## src/rtl/core/deq_pkg.sv

```systemverilog
package deq_pkg;

    localparam int NUM_QUEUES    = 8;
    localparam int CAPACITY      = 64;
    localparam int PAYLOAD_WIDTH = 32;

    localparam int HANDLE_W = 3;
    localparam int KEY_W    = 32;
    localparam int VALUE_W  = 32;
    localparam int QIW      = (NUM_QUEUES > 1) ? $clog2(NUM_QUEUES) : 1;
    localparam int IDX_W    = $clog2(CAPACITY);
    localparam int CNT_W    = $clog2(CAPACITY + 1);
    localparam int HG_W     = $clog2(NUM_QUEUES + 1);
    localparam int DEPTH    = NUM_QUEUES * CAPACITY;
    localparam int ADDR_W   = (DEPTH > 1) ? $clog2(DEPTH) : 1;
    localparam int ENTRY_W  = KEY_W + PAYLOAD_WIDTH;

    typedef enum logic [2:0] {
        OP_CREATE   = 3'd0,
        OP_ADD      = 3'd1,
        OP_CLEAR    = 3'd2,
        OP_COPY     = 3'd3,
        OP_DEL_MIN  = 3'd4,
        OP_DEL_MAX  = 3'd5,
        OP_DESTROY  = 3'd6,
        OP_IS_EMPTY = 3'd7
    } op_t;

    typedef enum logic [2:0] {
        ST_OK         = 3'd0,
        ST_BAD_HANDLE = 3'd1,
        ST_EMPTY      = 3'd2,
        ST_FULL       = 3'd3,
        ST_NO_HANDLE  = 3'd4
    } status_t;

    typedef enum logic [3:0] {
        S_IDLE,
        S_DECODE,
        S_SCAN,
        S_SHIFT_INIT,
        S_SHIFT,
        S_DEL_DONE,
        S_COPY,
        S_COPY_DONE,
        S_RESP
    } state_t;

    typedef enum logic [3:0] {
        CMD_NONE,
        CMD_LOAD,
        CMD_DECODE,
        CMD_SCAN,
        CMD_SHIFT_INIT,
        CMD_SHIFT,
        CMD_DEL_DONE,
        CMD_COPY,
        CMD_COPY_DONE,
        CMD_POST
    } cmd_t;

    typedef struct packed {
        logic in_valid;
        logic out_free;
        logic need_scan;
        logic need_copy;
        logic scan_last;
        logic stream_done;
    } dp_status_t;

    typedef struct packed {
        logic [VALUE_W-1:0]  value_out;
        logic                has_value;
        logic [HANDLE_W-1:0] new_handle;
        logic                is_empty;
        status_t             status;
    } result_t;

endpackage

```

## src/rtl/core/deq_ctrl.sv

```systemverilog
module deq_ctrl (
    input  logic              clk,
    input  logic              rst_n,
    input  deq_pkg::dp_status_t st,
    output deq_pkg::cmd_t     cmd,
    output logic              in_ready
);
    import deq_pkg::*;

    state_t state_reg, state_next;

    always_ff @(posedge clk or negedge rst_n)
    begin
        if (!rst_n)
        begin
            state_reg <= S_IDLE;
        end
        else
        begin
            state_reg <= state_next;
        end
    end

    always_comb
    begin
        state_next = state_reg;
        case (state_reg)
            S_IDLE:
            begin
                if (st.in_valid)
                begin
                    state_next = S_DECODE;
                end
            end
            S_DECODE:
            begin
                if (st.need_scan)
                begin
                    state_next = S_SCAN;
                end
                else if (st.need_copy)
                begin
                    state_next = S_COPY;
                end
                else
                begin
                    state_next = S_RESP;
                end
            end
            S_SCAN:
            begin
                if (st.scan_last)
                begin
                    state_next = S_SHIFT_INIT;
                end
            end
            S_SHIFT_INIT: state_next = S_SHIFT;
            S_SHIFT:
            begin
                if (st.stream_done)
                begin
                    state_next = S_DEL_DONE;
                end
            end
            S_DEL_DONE: state_next = S_RESP;
            S_COPY:
            begin
                if (st.stream_done)
                begin
                    state_next = S_COPY_DONE;
                end
            end
            S_COPY_DONE: state_next = S_RESP;
            S_RESP:
            begin
                if (st.out_free)
                begin
                    state_next = S_IDLE;
                end
            end
            default: state_next = S_IDLE;
        endcase
    end

    always_comb
    begin
        cmd      = CMD_NONE;
        in_ready = 1'b0;
        case (state_reg)
            S_IDLE:
            begin
                in_ready = 1'b1;
                if (st.in_valid)
                begin
                    cmd = CMD_LOAD;
                end
            end
            S_DECODE:     cmd = CMD_DECODE;
            S_SCAN:       cmd = CMD_SCAN;
            S_SHIFT_INIT: cmd = CMD_SHIFT_INIT;
            S_SHIFT:      cmd = CMD_SHIFT;
            S_DEL_DONE:   cmd = CMD_DEL_DONE;
            S_COPY:       cmd = CMD_COPY;
            S_COPY_DONE:  cmd = CMD_COPY_DONE;
            S_RESP:
            begin
                if (st.out_free)
                begin
                    cmd = CMD_POST;
                end
            end
            default: cmd = CMD_NONE;
        endcase
    end
endmodule

```

## config.mk

```make
export PLATFORM = sky130hd
export DESIGN_NAME = deq_ctrl
export DESIGN_NICKNAME = d
export VERILOG_FILES = /design/src/rtl/core/deq_pkg.sv /design/src/rtl/core/deq_ctrl.sv
export SDC_FILE = /design/constraint.sdc
export NUM_CORES = 1
export LEC_CHECK = 0
export BUFFER_PORTS_ARGS = -buffer_cell sky130_fd_sc_hd__buf_4
export CORE_AREA = 10 10 47 49
export DETAILED_ROUTE_END_ITERATION = 6
export DIE_AREA = 0 0 57 59
export SYNTH_ARGS = -nofsm -noshare
export SYNTH_HDL_FRONTEND = slang
export SYNTH_SLANG_ARGS = --single-unit
```

## constraint.sdc

```tcl
create_clock -name clk -period 1.7 [get_ports clk]
set_input_delay 0.51 -clock clk [delete_from_list [all_inputs] [get_ports clk]]
set_output_delay 0.51 -clock clk [all_outputs]
set_load 0.01 [all_outputs]
```

# == After elaboration in Yosys (flattened, before gate mapping) ==
# Index checks and enable logic that the tools add are counted.
# word_totals
ramBits,0
register_bits,4
mem_bits_ro,0
latch_bits,0
memories,0
output_inout_bits,5
elab_cells,29
# op_classes
shift,0
multipliers,0
reduce_logical,3
mux,12
order_cmp,0
n_bitwise,0
div,0
n_addsub,0
n_eq_ne,13
# op_table
op,n
$pmux 4 s9,1
$mux 4,8
$pmux 4 s8,1
$eq 4x3->1 const B,4
$ne 2x2->1 const B,5
$eq 4x2->1 const B,2
$reduce_and 5->1,1
$eq 4x1->1 const B,1
$eq 4x4->1 const B,1
$logic_not 4->1,1
$mux 1,2
$reduce_or 2->1,1

# == Depth between registers and ports, before layout ==
# logic_depth
depth_word,3
depth_mapped,4
depth_no_buf,3

# == Worst setup path before layout ==
# No wires, ideal clock.
# synth_timing
path_type,reg2out
startpoint,register state_reg[2]
endpoint,output cmd[0]
path_buffers,1
t_arrival_ns,1.006
path_stages_with_launch,5
setup_slack_ns,0.184
required_time_ns,1.190
cell_sequence,dfrtp_1 > buf_6 > nor2_4 > nand2_1 > a221oi_2
# synth_between
elab_chain_len,2
elab_cells_between_ends,10
cone_classes,8 x eq/ne; 1 x mux; 1 x reduce/logical
# synth_lines
item,line_no,source
from (decl),deq_ctrl.sv:10,"state_t state_reg, state_next;"
from (signal assigned),deq_ctrl.sv:20,state_reg <= state_next;
$eq 4x4->1 (tied with other cells),deq_ctrl.sv:89,case (state_reg)
$pmux 4 s9 (*),deq_ctrl.sv:89,
to (decl),deq_ctrl.sv:5,"output deq_pkg::cmd_t cmd,"
# Every way passes the cells marked *; elsewhere a longest branch is shown, timed or not.

# == Worst setup path after layout ==
# layout_timing
startpoint,register state_reg[1]
endpoint,output cmd[0]
# Same word-level chain as after synthesis.

==> flow_metrics.tcl <==
set metrics [dict create \
    h-tree-depth 1 \
    final_common_cell "buf_4" \
    grt_setup_unrepaired "yes" \
    yosys.area.top_type "dfrtp_1" \
    clk_pin_slew_ns 0.04 \
    grt_max_degree 11 \
    cts_made_buffers 3 \
    antenna_found_initial 0 \
    synth-warning-count 0 \
    failed_checks "setup timing" \
    min_period_over_period 1.05 \
    slew_viol_final 0 \
    layout-drive-gt1-share 0.636 \
    synth.top_cell.area_share 0.294 \
    finish.instance_area_sq_um 522 \
    peakVddDrop_v 0.000502 \
    insertion_delay_ns 0.24 \
    synthCells 36 \
    grt_first_pass_wirelength_microns 1390 \
    ant_nets 0 \
    fp.coreArea_sq_um 1400 \
    cts_buffer_depth 2 \
    port-buffer-count 12 \
    maxCapViolations 0 \
    max_freq_ghz 0.562 \
    drt-total-wl_microns 850 \
    die-height_microns 59 \
    path_class "flop to primary output" \
    r2r_cells 4 \
    fin_nets 65 \
    wire_per_inst_microns 12.0 \
    cts_tree "built" \
    finalClockSkew_ns 0.00628 \
    initial_core_util 0.243 \
    clock-sinks 4 \
    start_kind "flop" \
    hold_viol 0 \
    required_ns 1.19 \
    tightestPinTransition_ns 0.229 \
    grt.overflow.total 0 \
    cp_max_fo 4 \
    drc 0 \
    netlist_area_sq_um 340 \
    die_w_microns 57 \
    powerDensity_nw_per_um2 1750 \
    cp.arrival_ns 1.27 \
    syn_nets 44 \
    p_leak_uw 0.000232 \
    crit_path_end_kind "primary output" \
    min_period_ns 1.78 \
    synth.distinct_cells 20 \
    grt_pass1_vias 305 \
    first_pass_iters 4 \
    vias_per_cell 4.46 \
    placementRows 14 \
    ioPinCount 13 \
    fillers 162 \
    yosysSeqAreaShare 0.294 \
    num_antenna_cells 0 \
    vias 317 \
    layout_common_cells "buf_4 (19), nand2b_1 (4), dfrtp_2 (4)" \
    setup_tns_ns -0.279 \
    place_congestion 0.745 \
    largest_reg_flops 4 \
    postPlaceCellArea_sq_um 430 \
    min_path_type "input pin to async pin" \
    area_growth_syn_to_layout_pct 53.3 \
    cts-root-buf "clkbuf_4" \
    slew-limit-headroom 0.847 \
    drt_iter0_drc 6 \
    multiInputGateArea_sq_um 220 \
    status "finished with violations" \
    p_total_uw 913 \
    setup_viol_count_final 5 \
    grt_use_total 0.0554 \
    synth_area_per_cell_sq_um 9.45 \
    fin_ws_ns -0.0803 \
    regArea_sq_um 105 \
    holdWs_ns 0.0574 \
    hpwl_microns 611 \
    synthTopCellsByArea "dfrtp_1 (29%), nand2b_1 (7.4%), nor4b_4 (7.0%), buf_6 (6.6%), nor2b_1 (5.5%)" \
    die_area_sq_um 3360 \
    ys_ff_latch 4 \
]
-- per-stage QoR --
step           setup WS (ns)  utilization  std cells
6_report             -0.0803        0.372         71
5_1_grt               -0.135        0.372         71
4_1_cts              -0.0829        0.350         68
3_5_place_dp          0.0636        0.307         62
3_3_place_gp          0.0586        0.307         62
2_1_floorplan          0.184            -         36
-- worst max-delay path, cell delays in order (launching register included) --
cell      delay (ns)
dfrtp_2         0.45
nor2_4          0.15
nand2_2         0.06
a221oi_2        0.23
buf_4           0.15
-- Yosys cell counts --
master and instances:
a32o_1 1, mux2_4 1, dfrtp_1 4, a221oi_2 1
nor2_4 1, xor2_1 1, nand2b_1 4, o211ai_1 1
nor2b_1 3, buf_4 1, buf_2 1, mux2i_1 1
o21ai_0 2, nor3_1 2, nand2_1 3, nor4b_4 1
a21oi_1 3, nor4_1 1, nor2_1 2, buf_6 2
-- cells by family (layout without fill, tap and decap cells) --
kind of cell,Yosys count,count (layout),share of synthesized area
simple gates,17,17,0.335
compound gates,8,8,0.169
flops,4,4,0.294
buf+inv,4,23,0.103
mux,2,2,0.0735
xor+xnor,1,1,0.0257
-- power by group --
part | internal, uW | total [uW] | switching (uW)
clock | 79.2 | 121 | 42.1
sequential | 142 | 231 | 89.3
combinational | 332 | 561 | 229
total | 553 | 913 | 360
-- metal layers --
layer	vias to the layer above	GRT usage	wire (microns)
met4	0	0.0805	21
met3	2	0.0215	47
met2	7	0.0806	452
met5	-	0	0
met1	145	0.0502	329
li1	163	-	-
-- what timing repair did --
action | 4_1_cts | 5_1_grt
endpoints found under the setup margin | 5 | 5
pin swaps | 3 | 0
hold buffers | 0 | 0
resized for setup | 6 | 3
buffers inserted | 3 | 3
-- final cells by class --
| class | count | share of cell area |
|---|---|---|
| Multi-Input combinational cell | 28 | 0.422 |
| Clock buffer | 3 | 0.0432 |
| Tap cell | 16 | 0.0384 |
| Sequential cell | 4 | 0.201 |
| Timing Repair Buffer | 20 | 0.295 |
-- path summary, 6_finish.rpt --
check | start | end | slack [ns]
worst min-delay path | rst_n | state_reg[0] | 0.06
min in group clk | state_reg[3] | state_reg[2] | 0.55
worst min register to register | state_reg[3] | state_reg[2] | 0.55
worst max-delay path | state_reg[1] | cmd[0] | -0.08
max in group asynchronous | rst_n | state_reg[3] | 1.52
worst max register to register | state_reg[1] | state_reg[0] | 0.52
No activity file was read; power rests on OpenSTA's default activity.
